**config.mk**
```make
export PLATFORM = sky130hd
export DESIGN_NAME = stack_machine_execute_unit
export DESIGN_NICKNAME = d
export VERILOG_FILES = /design/src/hdl/smeu_pkg.sv /design/src/hdl/smeu_ram.sv /design/src/hdl/smeu_ctrl.sv /design/src/hdl/smeu_dp.sv /design/src/hdl/stack_machine_execute_unit.sv
export SDC_FILE = /design/constraint.sdc
export NUM_CORES = 2
export LEC_CHECK = 0
export ABC_AREA = 1
export ABC_CLOCK_PERIOD_IN_PS = 10300
export BUFFER_PORTS_ARGS = -buffer_cell sky130_fd_sc_hd__buf_2
export CAP_MARGIN = 20
export CORE_MARGIN = 1
export CORE_UTILIZATION = 55
export DETAILED_ROUTE_END_ITERATION = 8
export PLACE_DENSITY_LB_ADDON = 0.1
export SLEW_MARGIN = 20
export SYNTH_ARGS = -nofsm -noshare
export SYNTH_HDL_FRONTEND = slang
export SYNTH_SLANG_ARGS = --single-unit
```
**constraint.sdc**
```tcl
create_clock -name clk -period 10.3 [get_ports clk]
set_clock_uncertainty 0.05 [all_clocks]
set_input_delay 2.06 -clock clk [delete_from_list [all_inputs] [get_ports clk]]
set_output_delay 2.06 -clock clk [all_outputs]
set_load 0.005 [all_outputs]
```
**src/hdl/smeu_pkg.sv**
```systemverilog
`default_nettype none

package smeu_pkg;

	typedef enum logic [3:0] {
		OP_PUSH  = 4'd0,
		OP_POP   = 4'd1,
		OP_ADD   = 4'd2,
		OP_IFEQ  = 4'd3,
		OP_JUMP  = 4'd4,
		OP_PRINT = 4'd5,
		OP_DUP   = 4'd6,
		OP_AND   = 4'd7,
		OP_NAND  = 4'd8,
		OP_OR    = 4'd9,
		OP_NOR   = 4'd10,
		OP_XOR   = 4'd11,
		OP_SHL   = 4'd12,
		OP_ASR   = 4'd13,
		OP_CMP   = 4'd14,
		OP_NOP   = 4'd15
	} op_t;

	typedef enum logic [1:0] {
		FLT_NONE  = 2'd0,
		FLT_UNDER = 2'd1,
		FLT_OVER  = 2'd2
	} fault_t;

	localparam logic [31:0] CMP_EQ = 32'd0;
	localparam logic [31:0] CMP_LT = 32'd1;
	localparam logic [31:0] CMP_GT = 32'd2;
	localparam logic [31:0] CMP_LE = 32'd3;
	localparam logic [31:0] CMP_GE = 32'd4;

	localparam int unsigned WORD_W  = 32;
	localparam int unsigned COUNT_W = 7;

	typedef enum logic [2:0] {
		ST_IDLE   = 3'd0,
		ST_RD0    = 3'd1,
		ST_RD1    = 3'd2,
		ST_RD2    = 3'd3,
		ST_EXEC   = 3'd4,
		ST_RDTOP  = 3'd5,
		ST_FINISH = 3'd6
	} state_t;

	typedef struct packed {
		logic       load_in;
		logic [1:0] rd_depth;
		logic       cap_a;
		logic       cap_b;
		logic       exec;
		logic       load_out;
	} cmd_t;

endpackage

`default_nettype wire

```
**src/hdl/smeu_ram.sv**
```systemverilog
`default_nettype none

module smeu_ram #(
	parameter int WIDTH = 32,
	parameter int DEPTH = 64
) (
	input  wire logic                     clk,
	input  wire logic                     we,
	input  wire logic [$clog2(DEPTH)-1:0] waddr,
	input  wire logic [WIDTH-1:0]         wdata,
	input  wire logic [$clog2(DEPTH)-1:0] raddr,
	output logic      [WIDTH-1:0]         rdata
);

	logic [WIDTH-1:0] mem_q [DEPTH];

	always_ff @(posedge clk) begin
		if (we) begin
			mem_q[waddr] <= wdata;
		end
		rdata <= mem_q[raddr];
	end

endmodule

`default_nettype wire

```
**src/hdl/smeu_ctrl.sv**
```systemverilog
`default_nettype none

module smeu_ctrl (
	input  wire logic           clk,
	input  wire logic           arst_n,
	input  wire logic           start,
	output logic                busy,
	output logic                done,
	output smeu_pkg::cmd_t      cmd
);

	smeu_pkg::state_t state_q;
	smeu_pkg::state_t state_d;
	logic             done_q;

	always_ff @(posedge clk or negedge arst_n) begin
		if (!arst_n) begin
			state_q <= smeu_pkg::ST_IDLE;
			done_q  <= 1'b0;
		end else begin
			state_q <= state_d;
			done_q  <= (state_q == smeu_pkg::ST_FINISH);
		end
	end

	always_comb begin
		state_d = state_q;
		cmd     = '0;
		case (state_q)
			smeu_pkg::ST_IDLE: begin
				if (start) begin
					cmd.load_in = 1'b1;
					state_d     = smeu_pkg::ST_RD0;
				end
			end
			smeu_pkg::ST_RD0: begin
				cmd.rd_depth = 2'd0;
				state_d      = smeu_pkg::ST_RD1;
			end
			smeu_pkg::ST_RD1: begin
				cmd.rd_depth = 2'd1;
				cmd.cap_a    = 1'b1;
				state_d      = smeu_pkg::ST_RD2;
			end
			smeu_pkg::ST_RD2: begin
				cmd.rd_depth = 2'd2;
				cmd.cap_b    = 1'b1;
				state_d      = smeu_pkg::ST_EXEC;
			end
			smeu_pkg::ST_EXEC: begin
				cmd.exec = 1'b1;
				state_d  = smeu_pkg::ST_RDTOP;
			end
			smeu_pkg::ST_RDTOP: begin
				cmd.rd_depth = 2'd0;
				state_d      = smeu_pkg::ST_FINISH;
			end
			smeu_pkg::ST_FINISH: begin
				cmd.load_out = 1'b1;
				state_d      = smeu_pkg::ST_IDLE;
			end
			default: begin
				state_d = smeu_pkg::ST_IDLE;
			end
		endcase
	end

	assign busy = (state_q != smeu_pkg::ST_IDLE);
	assign done = done_q;

	a_done_after_finish: assert property (@(posedge clk) disable iff (!arst_n)
		done_q |-> $past(state_q == smeu_pkg::ST_FINISH))
		else $error("strobe without a finished word");

	a_accept_leaves_idle: assert property (@(posedge clk) disable iff (!arst_n)
		(start && !busy) |=> (state_q == smeu_pkg::ST_RD0))
		else $error("accepted word did not start a read");

	a_no_start_while_done: assert property (@(posedge clk) disable iff (!arst_n)
		(state_q == smeu_pkg::ST_FINISH) |=> (done_q && !busy))
		else $error("finish did not return to idle with a strobe");

endmodule

`default_nettype wire

```
**src/hdl/smeu_dp.sv**
```systemverilog
`default_nettype none

module smeu_dp #(
	parameter int STACK_DEPTH = 64
) (
	input  wire logic                                clk,
	input  wire logic                                arst_n,
	input  wire smeu_pkg::cmd_t                      cmd,
	input  wire logic [3:0]                          op,
	input  wire logic signed [smeu_pkg::WORD_W-1:0]  immediate,
	output logic signed [smeu_pkg::WORD_W-1:0]       top_value,
	output logic [smeu_pkg::COUNT_W-1:0]             stack_count,
	output logic                                     print_valid,
	output logic signed [smeu_pkg::WORD_W-1:0]       print_value,
	output logic                                     jump_taken,
	output logic signed [smeu_pkg::WORD_W-1:0]       jump_target,
	output logic [1:0]                               fault
);

	localparam int AW  = $clog2(STACK_DEPTH);
	localparam int SPW = $clog2(STACK_DEPTH + 1);
	localparam int W   = smeu_pkg::WORD_W;
	localparam int CW  = smeu_pkg::COUNT_W;

	smeu_pkg::op_t    op_q;
	logic [W-1:0]     imm_q;
	logic [W-1:0]     a_q;
	logic [W-1:0]     b_q;
	logic [SPW-1:0]   sp_q;

	logic             pv_q;
	logic [W-1:0]     pval_q;
	logic             jt_q;
	logic [W-1:0]     jtar_q;
	smeu_pkg::fault_t fault_q;

	logic [W-1:0]     top_q;
	logic [CW-1:0]    count_q;
	logic             pv_out_q;
	logic [W-1:0]     pval_out_q;
	logic             jt_out_q;
	logic [W-1:0]     jtar_out_q;
	logic [1:0]       fault_out_q;

	logic [W-1:0]     rdata;
	logic [AW-1:0]    raddr;
	logic [SPW-1:0]   rd_ptr;

	logic             we;
	logic [AW-1:0]    waddr;
	logic [W-1:0]     wdata;
	logic [SPW-1:0]   sp_d;
	logic             pv_d;
	logic [W-1:0]     pval_d;
	logic             jt_d;
	logic [W-1:0]     jtar_d;
	smeu_pkg::fault_t fault_d;

	logic [SPW-1:0]   sp_m2;
	logic [SPW-1:0]   sp_m3;
	logic [W-1:0]     alu_r;
	logic             flag;
	logic             flag_known;
	logic [SPW+CW-1:0] sp_ext;

	assign rd_ptr = sp_q - SPW'(cmd.rd_depth) - SPW'(1);
	assign raddr  = rd_ptr[AW-1:0];
	assign sp_m2  = sp_q - SPW'(2);
	assign sp_m3  = sp_q - SPW'(3);

	smeu_ram #(
		.WIDTH(W),
		.DEPTH(STACK_DEPTH)
	) u_stack (
		.clk  (clk),
		.we   (we),
		.waddr(waddr),
		.wdata(wdata),
		.raddr(raddr),
		.rdata(rdata)
	);

	always_comb begin
		case (op_q)
			smeu_pkg::OP_ADD:  alu_r = a_q + b_q;
			smeu_pkg::OP_AND:  alu_r = a_q & b_q;
			smeu_pkg::OP_NAND: alu_r = ~(a_q & b_q);
			smeu_pkg::OP_OR:   alu_r = a_q | b_q;
			smeu_pkg::OP_NOR:  alu_r = ~(a_q | b_q);
			smeu_pkg::OP_XOR:  alu_r = a_q ^ b_q;
			smeu_pkg::OP_SHL:  alu_r = (b_q > 32'd31) ? '0 : (a_q << b_q[4:0]);
			smeu_pkg::OP_ASR:  alu_r = (b_q > 32'd31) ? '0 : W'($signed(a_q) >>> b_q[4:0]);
			default:           alu_r = '0;
		endcase
	end

	// code on top, then v1, then v2 (v2 arrives straight from the memory)
	always_comb begin
		flag_known = 1'b1;
		case (a_q)
			smeu_pkg::CMP_EQ: flag = (b_q == rdata);
			smeu_pkg::CMP_LT: flag = ($signed(b_q) <  $signed(rdata));
			smeu_pkg::CMP_GT: flag = ($signed(b_q) >  $signed(rdata));
			smeu_pkg::CMP_LE: flag = ($signed(b_q) <= $signed(rdata));
			smeu_pkg::CMP_GE: flag = ($signed(b_q) >= $signed(rdata));
			default: begin
				flag       = 1'b0;
				flag_known = 1'b0;
			end
		endcase
	end

	always_comb begin
		we      = 1'b0;
		waddr   = sp_q[AW-1:0];
		wdata   = imm_q;
		sp_d    = sp_q;
		pv_d    = 1'b0;
		pval_d  = '0;
		jt_d    = 1'b0;
		jtar_d  = '0;
		fault_d = smeu_pkg::FLT_NONE;
		case (op_q)
			smeu_pkg::OP_PUSH: begin
				if (sp_q >= SPW'(STACK_DEPTH)) begin
					fault_d = smeu_pkg::FLT_OVER;
				end else begin
					we   = 1'b1;
					sp_d = sp_q + SPW'(1);
				end
			end
			smeu_pkg::OP_POP: begin
				if (sp_q < SPW'(1)) begin
					fault_d = smeu_pkg::FLT_UNDER;
				end else begin
					sp_d = sp_q - SPW'(1);
				end
			end
			smeu_pkg::OP_IFEQ: begin
				if (sp_q < SPW'(2)) begin
					fault_d = smeu_pkg::FLT_UNDER;
				end else if (a_q == b_q) begin
					if (sp_q < SPW'(3)) begin
						fault_d = smeu_pkg::FLT_UNDER;
					end else begin
						jt_d   = 1'b1;
						jtar_d = rdata;
						sp_d   = sp_m3;
					end
				end else begin
					sp_d = sp_m2;
				end
			end
			smeu_pkg::OP_JUMP: begin
				if (sp_q < SPW'(1)) begin
					fault_d = smeu_pkg::FLT_UNDER;
				end else begin
					jt_d   = 1'b1;
					jtar_d = a_q;
					sp_d   = sp_q - SPW'(1);
				end
			end
			smeu_pkg::OP_PRINT: begin
				if (sp_q < SPW'(1)) begin
					fault_d = smeu_pkg::FLT_UNDER;
				end else begin
					pv_d   = 1'b1;
					pval_d = a_q;
				end
			end
			smeu_pkg::OP_DUP: begin
				if (sp_q < SPW'(1)) begin
					fault_d = smeu_pkg::FLT_UNDER;
				end else if (sp_q >= SPW'(STACK_DEPTH)) begin
					fault_d = smeu_pkg::FLT_OVER;
				end else begin
					we    = 1'b1;
					wdata = a_q;
					sp_d  = sp_q + SPW'(1);
				end
			end
			smeu_pkg::OP_ADD, smeu_pkg::OP_AND, smeu_pkg::OP_NAND, smeu_pkg::OP_OR,
			smeu_pkg::OP_NOR, smeu_pkg::OP_XOR, smeu_pkg::OP_SHL, smeu_pkg::OP_ASR: begin
				if (sp_q < SPW'(2)) begin
					fault_d = smeu_pkg::FLT_UNDER;
				end else begin
					we    = 1'b1;
					waddr = sp_m2[AW-1:0];
					wdata = alu_r;
					sp_d  = sp_q - SPW'(1);
				end
			end
			smeu_pkg::OP_CMP: begin
				if (sp_q < SPW'(3)) begin
					fault_d = smeu_pkg::FLT_UNDER;
				end else if (flag_known) begin
					we    = 1'b1;
					waddr = sp_m3[AW-1:0];
					wdata = {{(W-1){1'b0}}, flag};
					sp_d  = sp_m2;
				end else begin
					sp_d = sp_m3;
				end
			end
			default: begin
			end
		endcase
		if (!cmd.exec) begin
			we = 1'b0;
		end
	end

	always_ff @(posedge clk or negedge arst_n) begin
		if (!arst_n) begin
			sp_q <= '0;
		end else if (cmd.exec) begin
			sp_q <= sp_d;
		end
	end

	always_ff @(posedge clk) begin
		if (cmd.load_in) begin
			op_q  <= smeu_pkg::op_t'(op);
			imm_q <= immediate;
		end
		if (cmd.cap_a) begin
			a_q <= rdata;
		end
		if (cmd.cap_b) begin
			b_q <= rdata;
		end
		if (cmd.exec) begin
			pv_q    <= pv_d;
			pval_q  <= pval_d;
			jt_q    <= jt_d;
			jtar_q  <= jtar_d;
			fault_q <= fault_d;
		end
		if (cmd.load_out) begin
			top_q       <= (sp_q == '0) ? '0 : rdata;
			count_q     <= sp_ext[CW-1:0];
			pv_out_q    <= pv_q;
			pval_out_q  <= pval_q;
			jt_out_q    <= jt_q;
			jtar_out_q  <= jtar_q;
			fault_out_q <= fault_q;
		end
	end

	assign sp_ext      = {{CW{1'b0}}, sp_q};
	assign top_value   = top_q;
	assign stack_count = count_q;
	assign print_valid = pv_out_q;
	assign print_value = pval_out_q;
	assign jump_taken  = jt_out_q;
	assign jump_target = jtar_out_q;
	assign fault       = fault_out_q;

	a_sp_bounded: assert property (@(posedge clk) disable iff (!arst_n)
		sp_q <= SPW'(STACK_DEPTH))
		else $error("stack pointer beyond depth");

	a_sp_moves_on_exec: assert property (@(posedge clk) disable iff (!arst_n)
		(sp_q != $past(sp_q)) |-> $past(cmd.exec))
		else $error("stack pointer moved outside execute");

	a_fault_keeps_stack: assert property (@(posedge clk) disable iff (!arst_n)
		(cmd.exec && fault_d != smeu_pkg::FLT_NONE) |-> (!we && sp_d == sp_q && !pv_d && !jt_d))
		else $error("faulting word changed the stack or reported");

	a_write_below_limit: assert property (@(posedge clk) disable iff (!arst_n)
		we |-> (sp_q != '0 || op_q == smeu_pkg::OP_PUSH))
		else $error("write to an empty stack by a popping word");

endmodule

`default_nettype wire

```
**src/hdl/stack_machine_execute_unit.sv**
```systemverilog
// A word taken while idle passes RD0-RD2 (operand reads), EXEC, RDTOP (new top
// read) and FINISH; done, registered from FINISH, strobes the result. A new
// word is taken only back in idle; busy is high from RD0 through FINISH, set
// by the single read port of the stack memory (three operand reads and a read
// of the new top). The receiver cannot stall; each result shows once.
// Reset (arst_n low, asynchronous): empty stack, controller idle, no strobe.
`default_nettype none

module stack_machine_execute_unit #(
	parameter int STACK_DEPTH = 64
) (
	input  wire logic               clk,
	input  wire logic               arst_n,
	input  wire logic               start,
	output logic                    busy,
	input  wire logic [3:0]         op,
	input  wire logic signed [31:0] immediate,
	output logic                    done,
	output logic signed [31:0]      top_value,
	output logic [6:0]              stack_count,
	output logic                    print_valid,
	output logic signed [31:0]      print_value,
	output logic                    jump_taken,
	output logic signed [31:0]      jump_target,
	output logic [1:0]              fault
);

	smeu_pkg::cmd_t cmd;

	smeu_ctrl u_ctrl (
		.clk   (clk),
		.arst_n(arst_n),
		.start (start),
		.busy  (busy),
		.done  (done),
		.cmd   (cmd)
	);

	smeu_dp #(
		.STACK_DEPTH(STACK_DEPTH)
	) u_dp (
		.clk        (clk),
		.arst_n     (arst_n),
		.cmd        (cmd),
		.op         (op),
		.immediate  (immediate),
		.top_value  (top_value),
		.stack_count(stack_count),
		.print_valid(print_valid),
		.print_value(print_value),
		.jump_taken (jump_taken),
		.jump_target(jump_target),
		.fault      (fault)
	);

endmodule

`default_nettype wire

```
==> metrics.cfg <==
[timing]
timing_worst_slew_pin_value_ps=1170
layout_worst_path_cycle_share=0.561
timing_max_transition_violations_final=0
fin_tns_setup_ps=0
fmax_mhz=173
final_setup_vio_count=0
slew_headroom=0.221
period_minus_slack_ps=5780
grt_setup_unrepaired=no
timing.final.hold_violations=0

[route]
drtIter0Drc=10453
route.detailed.wl_per_inst_um=30.7
route.met2.wl_mm=155
top_layer_used=met5
wirelength_met1_mm=134
drt_drc_violations_left=0
route.met3.wl_mm=34.6
drt_wl_total_mm=342
drt_pre_antenna_iters=6
route.antenna.remaining_nets=0
route.vias.total=72208
vias_per_cell=6.48

[cells_and_area]
fraction_of_final_layout_cells_sized_beyond_drive_strength_1=0.0917
syn2layout_area_growth_pct=11.2
finalNetCount=8717

[worst_setup_path]
crit_path_max_fanout=128
slowest_stage=fa_4
startpoint_type=register
critPathCaptureType=register
cpPeakStageDelay_ps=920
timing.critical_path.from=u_ctrl.state_q[2]$_DFFE_PN0P_
worstPathArrival_ps=6450
worst_r2r_startpoint=u_ctrl.state_q[2]$_DFFE_PN0P_
worstPathRequired_ps=10960
crit_type=register to register
critical_path.cell_chain=inv_1 > nand2_1 > nor2_4 > inv_1 > ha_4 > inv_1 > fa_4 > inv_8 > buf_12 > o21ai_0 > o22ai_1 > o21ai_0 > o22ai_1 > nor2_1 > o22ai_1

[floorplanning]
die_area_sq_um=183000
std_cell_rows=156
chipWidth_um=428
die_h_um=428
initial_standard_cell_utilization_of_the_core=0.553
top_level_port_count=148
core-area_sq_um=181000

[clock_tree]
cts.reportedPaths.clkPinSlew_ps=60
htree_levels=4
tritoncts=built
cts-buffers-inserted=228
cts_resized=0
clock_latency_ps=890
cts_buffer_depth=3
clock_sinks=2366
cts.repair_timing.setup_buffer_count=0
cts-root-buf=clkbuf_16
cts.hold.buffers_added=0

[min_path]
min-delay-start=u_dp.pval_q[6]$_SDFFCE_PN0P_
worst_hold_path_type=register to register

[global_routing]
grt_start_max_net_pins=199
first_global_vias=66572
grt_antenna_before_repair=28
grtUsageTotal=0.367
globalRouteOverflowTotal=0
global_route_wire_length_before_repair_mm=482

[logic_synthesis]
synthesis.nets=8711
netlist_top_cells_count=edfxtp_1, nor2_1, o21ai_0
yosys_warning_total=0
ys_dominant_reg_cell=edfxtp_1
synth-edff-count=2323
synth_area_per_cell_sq_um=11.7
yosysUniqueCellTypes=56
synth_largest_type_area_fraction=0.698
synthDominantAreaCellType=edfxtp_1
syn-cell-area_sq_um=100000
post-synth-top-count-cell=edfxtp_1
synth.area.top_cells=edfxtp_1, o21ai_0, nor2_1
synth_cells=8563
async_flop_share=0.00465
post_synthesis_sequential_area_ratio=0.707
ys_ff_latch=2366

[run]
maxCapViolations=0

[placed_design]
gpl_wtd_cong=0.946
port_buffers=147
hpwl_mm=199

[status]
result_of_the_run=completed

cells by family after synthesis:
logic type	after synthesis	share of synthesized area
AO/OA/AOI/OAI	2363	0.130
multiplexers	1	0.000100
buffers and inverters	824	0.0317
adder cells (fa/ha/maj)	109	0.0138
XOR/XNOR	15	0.00131
flip-flops	2366	0.707
AND/OR/NAND/NOR	2885	0.116
worst paths after layout:
| kind | endpoint | slack, ps | depth (start not counted) |
|---|---|---|---|
| min in group asynchronous | u_dp.sp_q[0]$_DFFE_PN0P_ | 1070 | 1 |
| max in group asynchronous | u_dp.sp_q[6]$_DFFE_PN0P_ | 8880 | 1 |
| setup / recovery | u_dp.u_stack.rdata[5]$_DFF_P_ | 4520 | 15 |
| hold / removal | u_dp.print_value[6]$_DFFE_PP_ | 330 | 0 |
| setup reg to reg | u_dp.u_stack.rdata[5]$_DFF_P_ | 4520 | 15 |
| hold reg to reg | u_dp.print_value[6]$_DFFE_PP_ | 330 | 0 |
per-layer routing:
| metal | track usage | up-vias |
|---|---|---|
| met5 | 0 | - |
| met4 | 0.182 | 10 |
| met3 | 0.0646 | 767 |
| met2 | 0.560 | 4325 |
| met1 | 0.510 | 35872 |
| li1 | - | 31234 |
per-stage QoR:
stage           util  setup slack, ps  instances  area (sq um)  hold WS [ps]
2_1_floorplan      -             3910       8563        100000           350
3_3_place_gp   0.574             3740      10705        104000           352
3_5_place_dp   0.574             3960      10706        104000           355
4_1_cts        0.615             3970      11131        111000           332
5_1_grt        0.615             4340      11136        111000           337
6_report       0.615             4520      11142        111000           327
area by class of cell:
class,count,area [sq um]
diodes,8,20.0
clock inverters,112,1080
well taps,2370,2970
clock buffers,313,6170
repair buffers,320,2280
inverters,280,1080
fillers,14191,69600
flip-flops and latches,2366,70700
multi-input cells,5373,26900
critical path, delay by kind of cell (launching register included):
family	cells	cell delay, ps
flops	1	390
fa+ha+maj	2	1110
buf+inv	5	1510
compound gates	5	1460
simple gates	3	820
flip-flops by register name, summed over array words and instances, names as in the netlist, 32 cells and up:
name                flops
u_dp.u_stack.rdata     32
u_dp.imm_q             32
u_dp.print_value       32
u_dp.a_q               32
u_dp.u_stack.mem_q   2048
u_dp.jump_target       32
u_dp.top_value         32
u_dp.pval_q            32
u_dp.jtar_q            32
u_dp.b_q               32
cells in the final DEF, fill, tap and decap left out, types with 16 or more instances in the layout:
cell type	count
buf_4	154
o21ai_1	26
dfxtp_1	32
nor2_1	1676
o21ai_0	1436
a21oi_1	98
clkbuf_16	231
nor2_4	75
nand2_1	749
nand4_1	31
clkbuf_1	74
nand3_2	40
buf_12	18
bufinv_16	16
clkinv_2	35
nor3_1	17
o221ai_1	20
ha_1	106
edfxtp_1	2323
o211ai_1	33
inv_1	258
buf_2	147
clkinv_1	47
nand3_1	247
o22ai_1	695
Power is left out: the tool's default activity adds up to more than one toggle a clock period on the data nets, which glitch-free logic cannot reach.
